==> src/lzw_decoder_16bit_codes_macros.svh <==
// Assertion macros used by the LZW decoder datapath
`ifndef LZW_DECODER_16BIT_CODES_MACROS_SVH
`define LZW_DECODER_16BIT_CODES_MACROS_SVH
// Check that a condition holds at every edge outside reset
`define LZWD_ASSERT_ALWAYS(label, cond) \
    label: assert property (@(posedge i_clk) disable iff (!i_rst_n) (cond)) \
        else $error("lzwd16 check failed");
// Check that a condition at one edge implies another at the next edge
`define LZWD_ASSERT_NEXT(label, pre, post) \
    label: assert property (@(posedge i_clk) disable iff (!i_rst_n) (pre) |=> (post)) \
        else $error("lzwd16 check failed");
`endif

==> src/lzwd16_pkg.sv <==
// Shared constants, types and state encoding for the LZW decoder
package lzwd16_pkg;
    localparam int DICT_ENTRIES_DEF   = 65278;
    localparam int MAX_STRING_LEN_DEF = 64;

    localparam logic [15:0] CODE_CLEAR  = 16'hFFFE;
    localparam logic [15:0] CODE_END    = 16'hFFFF;
    localparam logic [15:0] LITERAL_TOP = 16'd255;
    localparam logic [15:0] DICT_BASE   = 16'd256;

    localparam logic [1:0] ST_DATA = 2'd0;
    localparam logic [1:0] ST_END  = 2'd1;
    localparam logic [1:0] ST_BAD  = 2'd2;
    localparam logic [1:0] ST_LONG = 2'd3;

    typedef enum logic [2:0] {
        S_IDLE,
        S_DECIDE,
        S_WALK,
        S_PUSH,
        S_POPRD,
        S_POPLD,
        S_OUT
    } t_state;

    typedef struct packed {
        logic       latch;
        logic       clear;
        logic       halt;
        logic       load_stat;
        logic       start;
        logic       rd_dict;
        logic       push_mem;
        logic       push_lit;
        logic       rd_stack;
        logic       load_data;
    } t_cmd;

    typedef struct packed {
        logic       halted;
        logic       clear;
        logic       stop;
        logic [1:0] st;
        logic       last;
        logic       cur_lit;
    } t_stat;
endpackage

==> src/lzwd16_ctrl.sv <==
// Sequencer for the LZW decoder: decode, chain walk and byte output
module lzwd16_ctrl import lzwd16_pkg::*; (
    input  logic  i_clk,
    input  logic  i_rst_n,
    input  logic  i_in_valid,
    output logic  o_in_ready,
    output logic  o_out_valid,
    input  logic  i_out_ready,
    input  t_stat i_stat,
    output t_cmd  o_cmd
);
    t_state r_state;
    t_state n_state;

    // hold state
    always_ff @(posedge i_clk) begin
        if (!i_rst_n) begin
            r_state <= S_IDLE;
        end else begin
            r_state <= n_state;
        end
    end

    // advance and issue commands
    always_comb begin
        n_state     = r_state;
        o_cmd       = '0;
        o_in_ready  = 1'b0;
        o_out_valid = 1'b0;
        case (r_state)
            S_IDLE: begin
                o_in_ready = 1'b1;
                if (i_in_valid) begin
                    o_cmd.latch = 1'b1;
                    n_state     = S_DECIDE;
                end
            end
            S_DECIDE: begin
                if (i_stat.halted) begin
                    n_state = S_IDLE;
                end else if (i_stat.clear) begin
                    o_cmd.clear = 1'b1;
                    n_state     = S_IDLE;
                end else if (i_stat.stop) begin
                    o_cmd.halt      = 1'b1;
                    o_cmd.load_stat = 1'b1;
                    n_state         = S_OUT;
                end else begin
                    o_cmd.start = 1'b1;
                    n_state     = S_WALK;
                end
            end
            S_WALK: begin
                if (i_stat.cur_lit) begin
                    o_cmd.push_lit = 1'b1;
                    n_state        = S_POPRD;
                end else begin
                    o_cmd.rd_dict = 1'b1;
                    n_state       = S_PUSH;
                end
            end
            S_PUSH: begin
                o_cmd.push_mem = 1'b1;
                n_state        = S_WALK;
            end
            S_POPRD: begin
                o_cmd.rd_stack = 1'b1;
                n_state        = S_POPLD;
            end
            S_POPLD: begin
                o_cmd.load_data = 1'b1;
                n_state         = S_OUT;
            end
            S_OUT: begin
                o_out_valid = 1'b1;
                if (i_out_ready) begin
                    n_state = i_stat.last ? S_IDLE : S_POPRD;
                end
            end
            default: begin
                n_state = S_IDLE;
            end
        endcase
    end
endmodule

==> config.mk <==
export PLATFORM = sky130hd
export DESIGN_NAME = lzwd16_ctrl
export DESIGN_NICKNAME = d
export VERILOG_FILES = /design/src/lzw_decoder_16bit_codes_macros.svh /design/src/lzwd16_pkg.sv /design/src/lzwd16_ctrl.sv
export SDC_FILE = /design/constraint.sdc
export NUM_CORES = 1
export LEC_CHECK = 0
export BUFFER_PORTS_ARGS = -buffer_cell sky130_fd_sc_hd__buf_4
export CAP_MARGIN = 20
export CORE_AREA = 3 3 40 42
export CTS_CLUSTER_DIAMETER = 200
export DETAILED_ROUTE_END_ITERATION = 12
export DIE_AREA = 0 0 43 45
export GPL_ROUTABILITY_DRIVEN = 0
export SLEW_MARGIN = 40
export SYNTH_ARGS = -nofsm -noshare
export SYNTH_HDL_FRONTEND = slang
export SYNTH_SLANG_ARGS = --single-unit
==> constraint.sdc <==
create_clock -name i_clk -period 1.4 [get_ports i_clk]
set_input_delay 0.07 -clock i_clk [delete_from_list [all_inputs] [get_ports i_clk]]
set_output_delay 0.07 -clock i_clk [all_outputs]
set_load 0.01 [all_outputs]
* Word-level counts from Yosys, hierarchy flattened
Index checks and enable logic that the tools add are counted.
Cells by class: reduce and logical (&&, ||, !) cells 2, eq/ne operators 8, multiplexer cells 25
Operators with widths (count):
- $mux 3 | 8
- $pmux 3 s7 | 1
- $mux 1 | 13
- $eq 3x3->1 const B | 3
- $mux 4 | 2
- $eq 3x2->1 const B | 2
- $ne 2x2->1 const B | 2
- $eq 3x1->1 const B | 1
- $logic_not 3->1 | 1
- $mux 2 | 1
- $reduce_and 2->1 | 1
Word-level totals: register bits 3, logic and storage cells 36

* Longest topological paths before layout
Gate-level depths: netlist (run 1).
depth after elaboration 4, gate-level depth with buffers 5, mapped depth without buffers 4

* Least setup slack after synthesis (run 1)
No wires, ideal clock.
kind register -> output, start point reg r_state[2], end point out o_cmd[7] (netlist name), stages on the path, launching flop included 6, data required time 1.330 ns, arrival time 1.095 ns, setup slack 0.235 ns, cell sequence dfxtp_1 buf_6 inv_4 nand3_1 nor3b_2 buf_4
RTL lines:
- start: declaration | RTL line lzwd16_ctrl.sv:12 | t_state r_state;
- start signal: assignment | RTL line lzwd16_ctrl.sv:20 | r_state <= n_state;
- end: declaration | RTL line lzwd16_ctrl.sv:10 | output t_cmd o_cmd

==> results.md, run 1 <==
- Gate Count Post-Synth: 37
- Largest register FFs: 3
- Core area: between 1000 and 1500 um^2
- Final setup margin: 0.05347 ns
- Vias per cell: 4.434
- Area contributors post-synth: dfxtp_1 20%, nor3b_2 8.2%, buf_6 7.4%, nor2_1 6.1%, nor3b_4 6.1%
- IO Pins: 23
- Worst-path clk slew: 0.04 ns
- Hold Path Class: input pin to flip-flop
- Num CTS Buffers: 3
- Worst hold slack: 0.07701 ns
- Post-Place Setup Slack: ~0.13 ns
- Highest-delay cell along the critical path: dfxtp_1
- Final setup viols: 0
- 1st-iter DRT viols: 8
- Ys flop type: dfxtp_1
- CTS tree: built
- Synth Cell Area: approximately 300 um^2
- Peak VDD IR: approximately 490 uV
- GRT Total Usage: 0.08486
- CP Cell Sequence: buf_4 > nor3b_1 > buf_4
- F_max: ~740 MHz
- Most frequent cells after synthesis: 5 x nor2_1, 3 x dfxtp_1, 3 x nor3_1
- Post-Layout Cell Count: 76
- Hold_buf cts: 0
- Post-synth ARST share: 0
- Detailed Routing Iterations Pass 1: 4
- Synth area leader: dfxtp_1
- Cell Rows: 13
- DR vias: approximately 340
- H-Tree Level Count: 1
- Crit end category: output port
- Mapped Avg Cell Area: 8.251 um^2
- Data required, critical path: about 1.3 ns
- Die X: 43 um
- DR DRC count: 0
- Final Hold Viols: 0
- Seq/Total Area, Yosys: 0.1967
- Area growth, synth to finish: 71.72%
- Initial Utilization: 0.2376
- Leakage: 0.2393 nW
- Biggest register: r_state
- Clk_lat worst skew: around 0.23 ns
- Crit start category: flip-flop
- Max Cap Viol: 0
- Final wirelength: roughly 800 um
- CP Max Fanout: 7
- Number of global-route vias before repair: about 310
- Crit path max-delay family: flip-flops
- Tot Pwr: 0.4134 mW
- Largest net degree at the start of global routing: 10
- First-pass GRT wire length: 1248 um
- Antenna Cells: 0
- Number of cells on the worst hold path: 2
- Slew headroom: 0.8110
- Synthesized flop and latch total: 3
- Fill cells: roughly 130
- Least-Margin Pin Slew: about 0.28 ns
- Top-count cell post-synth: nor2_1
- CP Depth: 3
- Die Ht: between 40 and 50 um
- Final Max Tran Viols: 0
- Crit path largest cell delay: 0.48 ns
- Distinct cells, synth: 25
- Clk sinks: 3
- Share of cells above drive strength 1: 0.6066
- Detailed placer's ending HPWL: 616.8 um
- Placed insts: 71
- Routed Antenna Nets: 0
- Post-synth EDFFs: 0
- Synth warn: 0
- Die area: 1935 um^2
- Final nets: between 70 and 80
- Synth top area share: 0.1967
- Antenna violations before repair: 0
- Reg2reg path depth: 5
- Mapped Nets: 48
- Root Driver: clkbuf_4
- Crit path top cell by count: buf_4
- Clk_skew: 0.003460 ns
- Grt ovf: 0
- Clock Tree Buf Depth: 2
- Largest regs: r_state: 3 flops
- Status: completed
- Fin crit share: 0.9618
- Crit path buffers/inverters: 2
- CP Class: flip-flop to output port
- Crit path DAT: roughly 1.3 ns
- WL per Instance: about 10 um
- Core Util, Final: 0.4080
- Min Tclk post-route: between 1 and 1.5 ns
- Cell Pwr Density: 788.6 nW/um^2
- PortBufs: 20
[power breakdown]
group	switching, mW	internal [mW]	leakage, nW	total (mW)
clock network	0.0425	0.107	0.0150	0.149
registers	0.0211	0.0952	0.0255	0.116
logic	0.0640	0.0839	0.199	0.148
total	0.128	0.286	0.239	0.413
[path summary, 6_finish.rpt]
| path | to | slack (ns) | from |
|---|---|---|---|
| worst min-delay path | r_state[1] | 0.08 | i_rst_n |
| worst min register to register | r_state[0] | 0.63 | r_state[2] |
| worst max register to register | r_state[2] | 0.17 | r_state[2] |
| worst max-delay path | o_cmd[0] | 0.05 | r_state[0] |
[metal layers]
metal	up-vias	GRT usage	part of all wire
li1	182	-	-
met1	144	0.1058	0.47
met2	11	0.1228	0.45
met3	0	0.04382	0.079
met4	0	0.03614	0
met5	-	0	0
[worst reg2reg max path, cell delays in order (launching register included)]
cell	delay (ns)
dfxtp_2	0.45
inv_4	0.08
nand3_2	0.12
nor3b_4	0.06
buf_4	0.13
o31a_1	0.28
[metrics by stage]
| step | TNS, ns | cell area (um^2) |
|---|---|---|
| 4_1_cts | 0 | 490.5 |
| 3_5_place_dp | 0 | 462.9 |
| 2_1_floorplan | 0 | 305.3 |
| 3_3_place_gp | 0 | 462.9 |
| 6_report | 0 | 524.3 |
| 5_1_grt | -0.07379 | 524.3 |
[cell families after synthesis]
| group | after synthesis | share of synthesized area |
|---|---|---|
| AO/OA/AOI/OAI | 7 | 0.1598 |
| AND/OR/NAND/NOR | 21 | 0.5000 |
| flip-flops | 3 | 0.1967 |
| buffers and inverters | 6 | 0.1434 |
[area by class of cell]
type                    count  area, um^2  share of cell area
clock buffers               4       26.28             0.05012
well taps                  15       18.77             0.03580
repair buffers             24       180.2              0.3437
multi-input cells          28       226.5              0.4320
flip-flops and latches      3       62.56              0.1193
inverters                   2       10.01             0.01909
[what timing repair did]
item | CTS | global route
pin swaps | 1 | 1
endpoints found under the setup margin | 2 | 3
setup buffers | 0 | 1
resized for setup | 1 | 6
[cell usage in the layout, fill, tap and decap left out, drive strengths merged]
cell type / instances
nor2: 5
nor3: 3
nor4: 1
o21ai: 2
buf: 24
o32ai: 1
and2: 1
dfxtp: 3
nor4bb: 1
o21a: 1
nand3: 1
a311oi: 1
nand2b: 1
clkbuf: 4
o31a: 1
and2b: 1
and3: 1
inv: 2
a21oi: 1
nor2b: 1
nor3b: 5
No activity file was read; power rests on OpenSTA's default activity.
==> run 2, diff against run 1 <==
- clock period: 1.4 -> 1.6 ns (I/O delays scaled with it)
==> run 2 against run 1 <==
  * Via count shrank 1.2%
  * Wire length shrank 1.5%
  * Sequential share of layout area grew 0.96 points
  * First-iteration DRC count shrank 100%
  * Largest cell class unchanged
  * Sequential cell count is the same
  * Global-route usage grew 0.24 points
  * Register-to-register slack gained 0.05 ns
==> results.md, run 2 (synthesis results as in run 1) <==
- RSZ-0062 raised after global routing: false
- Crit start category: flip-flop (unchanged)
- Final setup margin: 0.1749 ns (was 0.05347 ns)
- Final setup viols: 0 (unchanged)
- Die Ht: 45 um (unchanged)
- First-pass GRT wire length: 1255 um (was 1248 um)
- Biggest register: r_state (unchanged)
- Worst-path clk slew: 0.04 ns (about the same)
- Leakage: 0.2128 nW (was 0.2393 nW)
- Cell Pwr Density: 724.7 nW/um^2 (was 788.6 nW/um^2)
- Core Util, Final: 0.3700 (was 0.4080)
- GRT Total Usage: 0.08728 (was 0.08486)
- Number of global-route vias before repair: 319 (was 314)
- CP Cell Sequence: nor4bb_2 > buf_4 (was buf_4 > nor3b_1 > buf_4)
- F_max: between 700 and 800 MHz
- Vias per cell: 4.562 (was 4.434)
- Setup TNS: 0 ns (unchanged)
- Crit path buffers/inverters: 1 (was 2)
- Area growth, synth to finish: 55.74% (was 71.72%)
- Crit end category: output port (unchanged)
- Num CTS Buffers: 3 (unchanged)
- Crit path DAT: 1.35 ns (was 1.28 ns)
- Max Cap Viol: 0 (unchanged)
- Clock Tree Buf Depth: 2 (unchanged)
- Data required, critical path: 1.52 ns (was 1.33 ns)
- Crit path largest cell delay: 0.55 ns (was 0.48 ns)
- Postcts setup bufs: 0 (unchanged)
- Multi-input logic area: 201.4 um^2 (was 226.5 um^2)
- GRT Max-Usage Layer: met2 (unchanged)
- DR DRC count: 0 (unchanged)
- Hold Path Class: input pin to flip-flop (unchanged)
- Peak VDD IR: 405.9 uV (was 493.8 uV)
- Design Area, Final: 475.5 um^2 (was 524.3 um^2)
- Routed Antenna Nets: 0 (unchanged)
- Post-CTS Resized: 0 (was 1)
- CP Class: flip-flop to output port (unchanged)
- Least-Margin Pin Slew: 0.4211 ns (was 0.2795 ns)
- Cell Rows: 13 (unchanged)
- Crit path max-delay family: flip-flops (unchanged)
- Die X: 43 um (unchanged)
- PortBufs: 20 (unchanged)
- GR Util met1: 0.1031 (was 0.1058)
- Die area: 1935 um^2 (unchanged)
- Initial Utilization: 0.2376 (unchanged)
- Final Hold Viols: 0 (unchanged)
- Hold_buf cts: 0 (unchanged)
- Met3 Use GR: 0.02789 (was 0.04382)
- Final wirelength: 771 um (was 783 um)
- Core area: 1285 um^2 (unchanged)
- IO Pins: 23 (unchanged)
- Final Max Tran Viols: 0 (unchanged)
- Status: completed (unchanged)
- CTS tree: built (unchanged)
- Clk sinks: 3 (unchanged)
- Slew headroom: 0.7189 (was 0.8110)
- Fin crit share: 0.8907
- Area taken by flip-flops and latches: 61.31 um^2 (was 62.56 um^2)
- WL per Instance: 10.56 um (was 10.30 um)
- DR vias: 333 (was 337)
- Grt ovf: 0 (unchanged)
- Highest-delay cell along the critical path: dfxtp_1 (unchanged)
- Detailed Routing Iterations Pass 1: 1 (was 4)
- Clk_skew: 0.003562 ns (was 0.003460 ns)
- Post-Place Setup Slack: 0.2257 ns (was 0.1299 ns)
- Largest net degree at the start of global routing: 15 (was 10)
- Commonest non-fill, non-tap cell in the layout: buf_4 (unchanged)
- Commonest cells after routing, fill and taps aside: 21 x buf_4, 5 x nor2_1, 3 x nor3_1, 3 x clkbuf_4 (was 24 x buf_4, 4 x nor2_1, 3 x clkbuf_4)
- Fill cells: 143 (was 131)
- Root Driver: clkbuf_4 (unchanged)
- Met2 GRT Util: 0.1467 (was 0.1228)
- Antenna violations before repair: 0 (unchanged)
- Placed Area: 447.9 um^2 (was 462.9 um^2)
- Largest regs: r_state: 3 flops (unchanged)
- Min Tclk post-route: 1.425 ns
- Share of cells above drive strength 1: 0.5172 (was 0.6066)
- Clk_lat worst skew: 0.23 ns (about the same)
- H-Tree Level Count: 1 (unchanged)
- Final nets: 70 (was 73)
- 1st-iter DRT viols: 0 (was 8)
- Antenna Cells: 0 (unchanged)
- Largest register FFs: 3 (unchanged)
- CP Max Fanout: 14 (was 7)
run 2: changes by cell type in the layout (fill, tap and decap cells not counted), sizes merged:
cell	change
buf	-3
run 2: stage by stage:
| step | cells | hold slack, ns | power (mW) |
|---|---|---|---|
| 2_1_floorplan | 37 | 0.1975 | 0.1692 |
| 3_3_place_gp | 69 | 0.3107 | 0.2118 |
| 3_5_place_dp | 69 | 0.3141 | 0.2136 |
| 4_1_cts | 73 | 0.06537 | 0.3542 |
| 5_1_grt | 73 | 0.09046 | 0.3735 |
| 6_report | 73 | 0.07513 | 0.3446 |
run 2: final cells by class:
cell class              count  share of cell area
clock buffers               4             0.05526
well taps                  15             0.03947
inverters                   2             0.02105
flip-flops and latches      3              0.1289
repair buffers             21              0.3316
multi-input cells          28              0.4237
run 2: path summary, 6_finish.rpt:
path	start	to	slack [ns]	depth (start not counted)
worst max-delay path	r_state[1]	o_cmd[2]	0.17	2
worst min-delay path	i_rst_n	r_state[1]	0.08	2
worst max register to register	r_state[1]	r_state[0]	0.22	4
worst min register to register	r_state[0]	r_state[0]	0.72	2
run 2: layer usage:
layer / wire length, um / vias to the layer above
li1: - / 176
met1: 339 / 146
met2: 384 / 11
met3: 46 / 0
met4: 0 / 0
met5: 0 / -
run 2: where the power goes:
group | leakage, nW | internal [mW] | total (mW) | switching, mW
combinational | 0.173 | 0.0617 | 0.106 | 0.0443
clock | 0.0150 | 0.0935 | 0.132 | 0.0390
sequential | 0.0249 | 0.0833 | 0.106 | 0.0229
